**src/fptw_pkg.sv**
```systemverilog
// Package for the four-level page table walker.
// Holds sizes, field widths, opcodes and the controller/datapath command types.
// No dependencies.
package fptw_pkg;

  localparam int TABLE_WORDS = 4096;
  localparam int MEM_AW      = $clog2(TABLE_WORDS);

  localparam int PA_W    = 52;
  localparam int VA_W    = 48;
  localparam int ENTRY_W = 64;
  localparam int IDX_W   = 9;
  localparam int PAGE_SH = 12;

  localparam int ENT_PRESENT = 0;
  localparam int ENT_LARGE   = 7;

  localparam logic OP_WRITE     = 1'b0;
  localparam logic OP_TRANSLATE = 1'b1;

  // Table level being read; selects the virtual address slice.
  typedef enum logic [1:0] {
    LVL_4,
    LVL_3,
    LVL_2,
    LVL_1
  } lvl_t;

  typedef enum logic [2:0] {
    RES_ZERO,
    RES_FAULT,
    RES_1G,
    RES_2M,
    RES_4K
  } res_kind_t;

  typedef struct packed {
    logic      mem_we;
    logic      clr_sel;
    logic      mem_re;
    logic      from_root;
    lvl_t      lvl;
    logic      load_item;
    logic      res_load;
    res_kind_t res_kind;
  } dp_cmd_t;

  typedef struct packed {
    logic present;
    logic page_size;
    logic out_busy;
    logic clr_last;
    logic req_op;
  } dp_status_t;

endpackage

```
**src/fptw_ctrl.sv**
```systemverilog
// Walk controller: clear sweep, item intake and one state per table level.
// Depends on fptw_pkg; drives the datapath through dp_cmd_t.
module fptw_ctrl (
  input  logic                 clk,
  input  logic                 rst,
  input  logic                 req_valid,
  output logic                 req_ready,
  input  fptw_pkg::dp_status_t status,
  output fptw_pkg::dp_cmd_t    cmd
);

  typedef enum logic [5:0] {
    ST_CLEAR = 6'b000001,
    ST_IDLE  = 6'b000010,
    ST_L4    = 6'b000100,
    ST_L3    = 6'b001000,
    ST_L2    = 6'b010000,
    ST_L1    = 6'b100000
  } state_t;

  state_t state;
  state_t state_next;

  always_ff @(posedge clk) begin
    if (rst) begin
      state <= ST_CLEAR;
    end else begin
      state <= state_next;
    end
  end

  always_comb begin
    state_next    = state;
    req_ready     = 1'b0;
    cmd           = '0;
    cmd.lvl       = fptw_pkg::LVL_4;
    cmd.res_kind  = fptw_pkg::RES_ZERO;
    unique case (state)
      ST_CLEAR: begin
        cmd.mem_we  = 1'b1;
        cmd.clr_sel = 1'b1;
        if (status.clr_last) begin
          state_next = ST_IDLE;
        end
      end
      ST_IDLE: begin
        req_ready = !status.out_busy;
        if (req_valid && !status.out_busy) begin
          if (status.req_op == fptw_pkg::OP_WRITE) begin
            cmd.mem_we   = 1'b1;
            cmd.res_load = 1'b1;
            cmd.res_kind = fptw_pkg::RES_ZERO;
          end else begin
            cmd.mem_re    = 1'b1;
            cmd.from_root = 1'b1;
            cmd.lvl       = fptw_pkg::LVL_4;
            cmd.load_item = 1'b1;
            state_next    = ST_L4;
          end
        end
      end
      ST_L4: begin
        if (!status.present) begin
          if (!status.out_busy) begin
            cmd.res_load = 1'b1;
            cmd.res_kind = fptw_pkg::RES_FAULT;
            state_next   = ST_IDLE;
          end
        end else begin
          cmd.mem_re = 1'b1;
          cmd.lvl    = fptw_pkg::LVL_3;
          state_next = ST_L3;
        end
      end
      ST_L3: begin
        if (!status.present || status.page_size) begin
          if (!status.out_busy) begin
            cmd.res_load = 1'b1;
            cmd.res_kind = status.present ? fptw_pkg::RES_1G : fptw_pkg::RES_FAULT;
            state_next   = ST_IDLE;
          end
        end else begin
          cmd.mem_re = 1'b1;
          cmd.lvl    = fptw_pkg::LVL_2;
          state_next = ST_L2;
        end
      end
      ST_L2: begin
        if (!status.present || status.page_size) begin
          if (!status.out_busy) begin
            cmd.res_load = 1'b1;
            cmd.res_kind = status.present ? fptw_pkg::RES_2M : fptw_pkg::RES_FAULT;
            state_next   = ST_IDLE;
          end
        end else begin
          cmd.mem_re = 1'b1;
          cmd.lvl    = fptw_pkg::LVL_1;
          state_next = ST_L1;
        end
      end
      ST_L1: begin
        // large bit means nothing at the leaf level
        if (!status.out_busy) begin
          cmd.res_load = 1'b1;
          cmd.res_kind = status.present ? fptw_pkg::RES_4K : fptw_pkg::RES_FAULT;
          state_next   = ST_IDLE;
        end
      end
      default: begin
        state_next = ST_CLEAR;
      end
    endcase
  end

endmodule

```
**config.mk**
```make
export PLATFORM = sky130hd
export DESIGN_NAME = fptw_ctrl
export DESIGN_NICKNAME = d
export VERILOG_FILES = /design/src/fptw_pkg.sv /design/src/fptw_ctrl.sv
export SDC_FILE = /design/constraint.sdc
export NUM_CORES = 1
export LEC_CHECK = 0
export ABC_AREA = 1
export BUFFER_PORTS_ARGS = -buffer_cell sky130_fd_sc_hd__buf_2
export CAP_MARGIN = 20
export CORE_AREA = 2 2 39 41
export CTS_CLUSTER_DIAMETER = 150
export DETAILED_ROUTE_END_ITERATION = 8
export DIE_AREA = 0 0 41 43
export PLACE_DENSITY = 0.73
export SETUP_SLACK_MARGIN = 0.3
export SLEW_MARGIN = 30
export SYNTH_ARGS = -nofsm -noshare
export SYNTH_HDL_FRONTEND = slang
export SYNTH_SLANG_ARGS = --single-unit
```
**constraint.sdc**
```tcl
create_clock -name clk -period 2.8 [get_ports clk]
set_input_delay 0.14 -clock clk [delete_from_list [all_inputs] [get_ports clk]]
set_output_delay 0.14 -clock clk [all_outputs]
set_load 0.01 [all_outputs]
```
-- Yosys cells after proc, flatten, opt, wreduce, memory -nomap -nowiden
Cells that the tools add are included.
- flip-flop bits (word level): 6
- latch bits: 0
- bits in writable memories: 0
- bits in read-only memories: 0
- bits of input ports: 8
- output and inout port bits: 12
- word-level logic and storage cells: 52
- memories: 0
- add/sub/neg operators: 0
- multipliers: 0
- div/mod/pow operators: 0
- $lt $le $gt $ge: 0
- eq/ne operators: 9
- shift operators: 0
- mux-type cells: 36
- bitwise operators: 0
- reductions and logical operators: 6
- operators with widths (kind ; count):
    $mux 6 ; 7
    $pmux 6 s6 ; 1
    $mux 4 ; 8
    $pmux 4 s5 ; 1
    $mux 1 ; 9
    $mux 9 ; 1
    $mux 2 ; 4
    $pmux 2 s4 ; 1
    $eq 6x1->1 const B ; 1
    $eq 6x2->1 const B ; 1
    $eq 6x3->1 const B ; 1
    $eq 6x4->1 const B ; 1
    $eq 6x5->1 const B ; 1
    $eq 6x6->1 const B ; 1
    $ne 2x2->1 const B ; 3
    $mux 5 ; 1
    $mux 3 ; 1
    $pmux 1 s3 ; 1
    $reduce_and 3->1 ; 1
    $logic_not 1->1 ; 2
    $pmux 1 s2 ; 1
    $reduce_or 2->1 ; 1
    $logic_and 1x1->1 ; 1
    $logic_or 1x1->1 ; 1

-- Logic depth before layout (Yosys ltp)
Gate-level depths: netlist of run 1.
- word-level depth: 4
- gate-level depth with buffers: 8

-- Worst setup path before layout of run 1
Ideal clock, no wire load.
- path type: reg-to-output
- from: reg state[2]
- to: out cmd[1] in the netlist's numbering
- arrival time: 1114 ps
- setup slack: 1546 ps
- stages on the path, launching flop included: 6
- path through: dfxtp_1 -> nor2_4 -> nand3_1 -> nand2_1 -> inv_1 -> nor4_1
- RTL lines (what ; line ; text):
    start: declaration ; fptw_ctrl.sv:21 ; state_t state;
    start signal: assignment ; fptw_ctrl.sv:28 ; state <= state_next;
    end: declaration ; fptw_ctrl.sv:9 ; output fptw_pkg::dp_cmd_t cmd

==> results by group, run 1 <==
Setup path
  • WP data arrival: 1.47 ns
  • Crit path buffers/inverters: 2
  • Critical path endpoint category: output port
  • CP delay by family, top: simple AND/OR/NAND/NOR gates
  • Slowest-stage cell, CP: dfxtp_1
  • WP data required: 2.66 ns
  • Critical-path cell list: nor2_4, nand3_1, nand2_1, inv_1, nor4_1, buf_2
  • CP max stage delay: 0.36 ns
  • Crit path max fanout: 5
  • Critical path type: reg2out
  • Startpoint types: flip-flop

Timing
  • # setup viols final: 0
  • Final period util: 57.4%
  • RSZ-0062 raised after global routing: no
  • Fmax: 0.623 GHz
  • Tightest Pin Transition: 0.226 ns
  • Slew Limit Fails: 0
  • Hold Fails Final Rpt: 0
  • Max-slew headroom: 84.8%
  • Setup tns final: 0 ns
  • Clk_skew: 0.000471 ns
  • Final worst path period need: 1.61 ns

Synth
  • Cell taking the most area after synthesis: dfxtp_1
  • Yosys Warn Count: 0
  • Synth Register Bits: 6
  • Synthesized netlist net count: 96
  • Synthesized area per cell: 6.03 sq um
  • Post-synthesis cell count: 88
  • Post-Syn Area: 531 sq um
  • Synth top area share: 22.6%
  • Post-synthesis sequential area ratio: 22.6%
  • Synth cell types: 21
  • Top cells by area, synth: dfxtp_1 23%, inv_1 13%, nor2_1 11%

Floorplanning
  • Die X: 41 microns
  • Die area: 0.00176 sq mm
  • Initial Utilization: 38.3%
  • Die Y: 43 microns
  • Standard-cell row count: 14
  • Io pins: 20
  • Core footprint: 0.00138 sq mm

GRT
  • Tot GR Track Use: 18.1%
  • First-pass GRT wire length: 2200 microns
  • Vias in the first global route: 517
  • Pin count of the biggest net entering global routing: 10
  • Total grt overflow: 0
  • Initial antenna violation count: 0

Clock tree
  • Clock Sinks: 6
  • H-tree depth: 1
  • Clock Latency Late Sink: 0.24 ns
  • Post-CTS setup repair buffer count: 0
  • Hold-fix buffers at CTS: 0
  • Resize count post-CTS: 0
  • CTS Buffer Depth: 2
  • CTS tree: built
  • Clock buffer count from CTS: 3
  • Root Buffer: clkbuf_4
  • Clock transition at the registers of the reported paths: 0.04 ns

Job
  • Max Cap Viol: 0

Final layout
  • Fin nets: 118
  • Number of flip-flops in the largest register: 6
  • # diodes: 0
  • Most frequent cells in the layout: 19 x buf_2, 18 x inv_1, 16 x nor2_1
  • Leading cell type in the layout, fill and taps excluded: buf_2
  • Post-Layout Cell Count: 124
  • Largest registers: state: 6 flops
  • Area grow syn2layout: 22.4%
  • Biggest register: state
  • Proportion of layout cells with a drive suffix above 1: 31.5%

Detailed routing
  • Vias: 632
  • Drt total wl: 1320 microns
  • Drt pass-1 iters: 4
  • Routed Antenna Nets: 0
  • Mean number of vias per cell: 5.10
  • Routed len/inst: 10.6 microns
  • DR iter-0 viols: 33
  • Post-route DRC violation count: 0

Placed design
  • HPWL Detailed: 1040 microns
  • Placed insts: 121
  • Port Buffers: 19
  • Placer's final routability congestion estimate: 0.800

Power
  • Leak pwr: 0.378 nW
  • Pwr/cell area: 489 mW/mm^2
  • Max VDD drop: 360 uV

Status
  • Run status: finished clean

Hold path
  • Min-delay worst type: in2reg
[kinds of logic (layout without fill, tap and decap cells)]
group / after synthesis / count (layout) / share of synthesized area [%]
AO/OA/AOI/OAI: 8 / 8 / 9.20
flip-flops: 6 / 6 / 22.6
AND/OR/NAND/NOR: 53 / 53 / 51.2
buffers and inverters: 21 / 41 / 17.0
[cell type report]
cell class	count	area [sq um]
multi-input cells	61	320
flip-flops and latches	6	120
well taps	16	20.0
clock buffers	3	22.5
repair buffers	19	95.1
fillers	143	734
inverters	19	71.3
[final timing paths]
path | from | to | slack (ns) | cells past startpoint
worst min-delay path | rst | state[1] | 0.15 | 2
worst min register to register | state[4] | state[4] | 0.54 | 2
worst max-delay path | state[2] | cmd[1] | 1.19 | 6
worst max register to register | state[5] | state[1] | 1.54 | 6
[metal layers]
| layer | wire length [microns] | share of wire [%] | track usage [%] |
|---|---|---|---|
| met5 | 0 | 0 | 0 |
| met3 | 86 | 6.5 | 7.85 |
| met4 | 8 | 0.61 | 2.00 |
| met1 | 609 | 46 | 27.1 |
| met2 | 614 | 47 | 24.4 |
[synth_stat cells]
library cell and instances:
a21oi_1 3, a21oi_2 1, a31oi_1 1, buf_4 1
buf_6 1, dfxtp_1 6, inv_1 18, inv_2 1
nand2_1 13, nand2_2 1, nand3_1 8, nand3_2 2
nand4_1 4, nand4_2 1, nor2_1 16, nor2_2 4
nor2_4 2, nor3_1 1, nor4_1 1, o21ai_0 2
o221ai_1 1
[report_power, final]
group | internal (mW) | switching [mW]
clock | 0.0483 | 0.0281
combinational | 0.0505 | 0.0807
sequential | 0.0968 | 0.0128
total | 0.196 | 0.122
[stage by stage]
stage / util, % / setup slack (ns) / hold slack, ns / instance area (sq um) / total power, mW
detailed placement: 45.3 / 1.46 / 0.398 / 627 / 0.242
global placement: 45.3 / 1.49 / 0.394 / 627 / 0.239
CTS: 46.9 / 1.20 / 0.141 / 649 / 0.321
floorplan: - / 1.55 / 0.202 / 531 / 0.205
global route: 46.9 / 1.07 / 0.154 / 649 / 0.347
finish: 46.9 / 1.19 / 0.150 / 649 / 0.317
Power figures use the tool's default switching activity.
==> inputs of run 2 (changes only) <==
--- a/config.mk
+++ b/config.mk
@@ -5,14 +5,13 @@
 export SDC_FILE = /design/constraint.sdc
 export NUM_CORES = 1
 export LEC_CHECK = 0
-export ABC_AREA = 1
+export ABC_AREA = 0
 export BUFFER_PORTS_ARGS = -buffer_cell sky130_fd_sc_hd__buf_2
 export CAP_MARGIN = 20
-export CORE_AREA = 2 2 39 41
+export CORE_UTILIZATION = 42
 export CTS_CLUSTER_DIAMETER = 150
 export DETAILED_ROUTE_END_ITERATION = 8
-export DIE_AREA = 0 0 41 43
-export PLACE_DENSITY = 0.73
+export PLACE_DENSITY = 0.78
 export SETUP_SLACK_MARGIN = 0.3
 export SLEW_MARGIN = 30
 export SYNTH_ARGS = -nofsm -noshare
==> constraint.sdc (replaced) <==
create_clock -name clk -period 1.45 [get_ports clk]
set_input_delay 0.0725 -clock clk [delete_from_list [all_inputs] [get_ports clk]]
set_output_delay 0.0725 -clock clk [all_outputs]
set_load 0.01 [all_outputs]
==> run 2 against run 1 <==
Effect of this change: the run now ends with negative setup slack left; synthesized cell count decreased by 11%; routed wire length increased by 80%; via count increased by 30%; sequential power increased by 55%; combinational power increased by 6%; synthesized area increased by 6.8%; global-route usage increased by 15 points; hold slack got worse by 0.059 ns; final cell count increased by 9.7%; sequential share of layout area decreased by 5.7 points; non-clock buffer count increased by 28; critical endpoint is now cmd[0].
==> results by group, run 2 <==
Job
  • Max Cap Viol: 0

Timing
  • Hold Fails Final Rpt: 0
  • Tightest Pin Transition: 0.347 ns
  • Clk_skew: 0.00435 ns
  • Slew Limit Fails: 0
  • Max-slew headroom: 76.8%
  • Final worst path period need: 1.74 ns
  • RSZ-0062 raised after global routing: yes
  • Setup tns final: -1.35 ns
  • Fmax: 0.574 GHz
  • Final period util: 120%
  • Final setup margin: -0.292 ns
  • # setup viols final: 10

Final layout
  • Post-Layout Cell Count: 136
  • # diodes: 0
  • Final instance area: 0.00106 sq mm
  • Post-route core utilization: 89.3%
  • Fin nets: 132
  • Area grow syn2layout: 87.0%
  • Number of flip-flops in the largest register: 6
  • Leading cell type in the layout, fill and taps excluded: buf_4
  • Most frequent cells in the layout: 20 x buf_4, 19 x buf_2, 7 x a21oi_1, 7 x buf_6, 6 x nand2_1
  • Biggest register: state
  • Largest registers: state: 6 flops
  • Proportion of layout cells with a drive suffix above 1: 69.7%

GRT
  • Total grt overflow: 0
  • Tot GR Track Use: 32.7%
  • Initial antenna violation count: 0
  • Vias in the first global route: 699
  • Pin count of the biggest net entering global routing: 12
  • First-pass GRT wire length: 3260 microns

Synth
  • Cell taking the most area after synthesis: dfxtp_1
  • Top cells by area, synth: dfxtp_1 21%, a21oi_1 7.9%, nor2_1 5.3%
  • Synth top area share: 21.2%
  • Yosys Warn Count: 0
  • Post-synth ARST share: 0%
  • Synthesized area per cell: 7.27 sq um
  • Synth Area in XOR/XNOR: 2.87%
  • Count leader, synth: a21oi_1
  • Post-synth EDFFs: 0
  • Most frequent cells after synthesis: 9 x a21oi_1, 8 x nor2_1, 7 x nand2_1
  • Post-synthesis sequential area ratio: 21.2%
  • Synth Area in Compound Gates: 23.2%
  • Synthesized netlist net count: 86
  • Largest family of logic cells by synthesized area: simple AND/OR/NAND/NOR gates
  • Synth Register Bits: 6
  • Synthesized-area fraction occupied by adder cells: 0%
  • Post-Syn Area: 567 sq um
  • Post-synthesis cell count: 78
  • Synth cell types: 34
  • Post-synthesis simple-gate area fraction: 42.8%
  • Synth Flop Type: dfxtp_1
  • Mux contribution to synthesized area: 1.77%

Setup path
  • Critical-path cell list: xor2_2, nand2b_1, o2111a_2, nor4_4, buf_2
  • WP data required: 1.38 ns
  • Slowest-stage cell, CP: dfxtp_4
  • WP data arrival: 1.67 ns
  • Critical path type: reg2out
  • Crit path max fanout: 7
  • Critical path endpoint category: output port
  • CP max stage delay: 0.40 ns
  • Startpoint types: flip-flop

Clock tree
  • CTS tree: built
  • Clock Sinks: 6
  • Hold-fix buffers at CTS: 0
  • Root Buffer: clkbuf_4
  • Clock transition at the registers of the reported paths: 0.04 ns
  • H-tree depth: 1
  • CTS Buffer Depth: 2
  • Clock Latency Late Sink: 0.24 ns
  • Clock buffer count from CTS: 3

Power
  • Pwr/cell area: 435 mW/mm^2
  • Max VDD drop: 508 uV
  • Leak pwr: 0.454 nW
  • Power Total: 0.461 mW

Floorplanning
  • Standard-cell row count: 12
  • Die Y: 38.7 microns
  • Die area: 0.00150 sq mm
  • Initial Utilization: 47.8%
  • Core footprint: 0.00119 sq mm
  • Die X: 38.7 microns
  • Io pins: 20

Placed design
  • Port Buffers: 19
  • DP Area: 812 sq um
  • Placer's final routability congestion estimate: 0.880
  • HPWL Detailed: 1420 microns
  • Placed insts: 123

Detailed routing
  • DR iter-0 viols: 33
  • Post-route DRC violation count: 0
  • Mean number of vias per cell: 6.03
  • Vias: 820
  • Drt pass-1 iters: 4
  • Drt total wl: 2370 microns
  • Routed len/inst: 17.4 microns
  • Routed Antenna Nets: 0

Status
  • Run status: complete, but fails checks
  • Failing checks: negative setup slack

Hold path
  • Min-delay worst type: in2reg
run 2: cell count changes in the layout (fill, tap and decap cells not counted), moves of 3 or more:
cell / previous run / this run
inv_1: 18 / 1
dfxtp_2: 0 / 3
o22ai_2: 0 / 3
nand3_1: 8 / 0
buf_6: 0 / 7
nor2b_1: 0 / 3
dfxtp_1: 6 / 0
nand2_1: 13 / 6
a21oi_1: 3 / 7
nor3_2: 0 / 3
nor2_1: 16 / 3
dfxtp_4: 0 / 3
buf_4: 0 / 20
run 2: timing repair:
| item | 4_1_cts | 5_1_grt |
|---|---|---|
| gates resized for setup | 27 | 11 |
| setup buffers | 6 | 4 |
| pin swaps | 13 | 12 |
| setup endpoints to repair | 18 | 18 |
run 2: path summary, 6_finish.rpt:
check / from / end / slack (ns) / depth (start not counted)
setup / recovery: state[3] / cmd[0] / -0.29 / 5
hold / removal: rst / state[2] / 0.09 / 2
setup reg to reg: state[3] / state[1] / -0.18 / 6
hold reg to reg: state[4] / state[4] / 0.75 / 3
run 2: area by class of cell:
class                   instances  area (sq um)
inverters                       3          11.3
repair buffers                 47           339
multi-input cells              63           534
fillers                        59           126
well taps                      14          17.5
clock buffers                   3          22.5
flip-flops and latches          6           135
run 2: per-stage QoR:
| stage | setup WS (ns) | hold WS, ns |
|---|---|---|
| after global placement | -0.0868 | 0.340 |
| after detailed placement | -0.175 | 0.350 |
| after floorplan | -0.00825 | 0.137 |
| after global routing | -0.351 | 0.0893 |
| after CTS | -0.259 | 0.0839 |
| final | -0.292 | 0.0911 |
run 2: routing by layer:
metal | track usage (%) | vias up | share of wire (%)
met1 | 43.6 | 384 | 44
met2 | 50.8 | 52 | 47
met3 | 4.05 | 6 | 5.4
met5 | 0 | - | 0
met4 | 16.4 | 0 | 3.1
li1 | - | 378 | -
run 2: power by group:
group          leakage, nW  switching [mW]  internal, mW
clock network       0.0138          0.0587        0.0935
registers           0.0517         0.00497         0.165
logic                0.388          0.0752        0.0635
run 2: logic make-up after synthesis:
family	after synthesis
flops	6
compound gates	20
simple gates	41
xor+xnor	1
mux	1
buf+inv	9
run 2: critical path, delay by kind of cell, from the launching register on:
family                 cells  cell delay, ns
XOR/XNOR                   1            0.16
flip-flops                 1            0.40
buffers and inverters      1            0.17
AO/OA/AOI/OAI              1            0.31
AND/OR/NAND/NOR            2            0.38
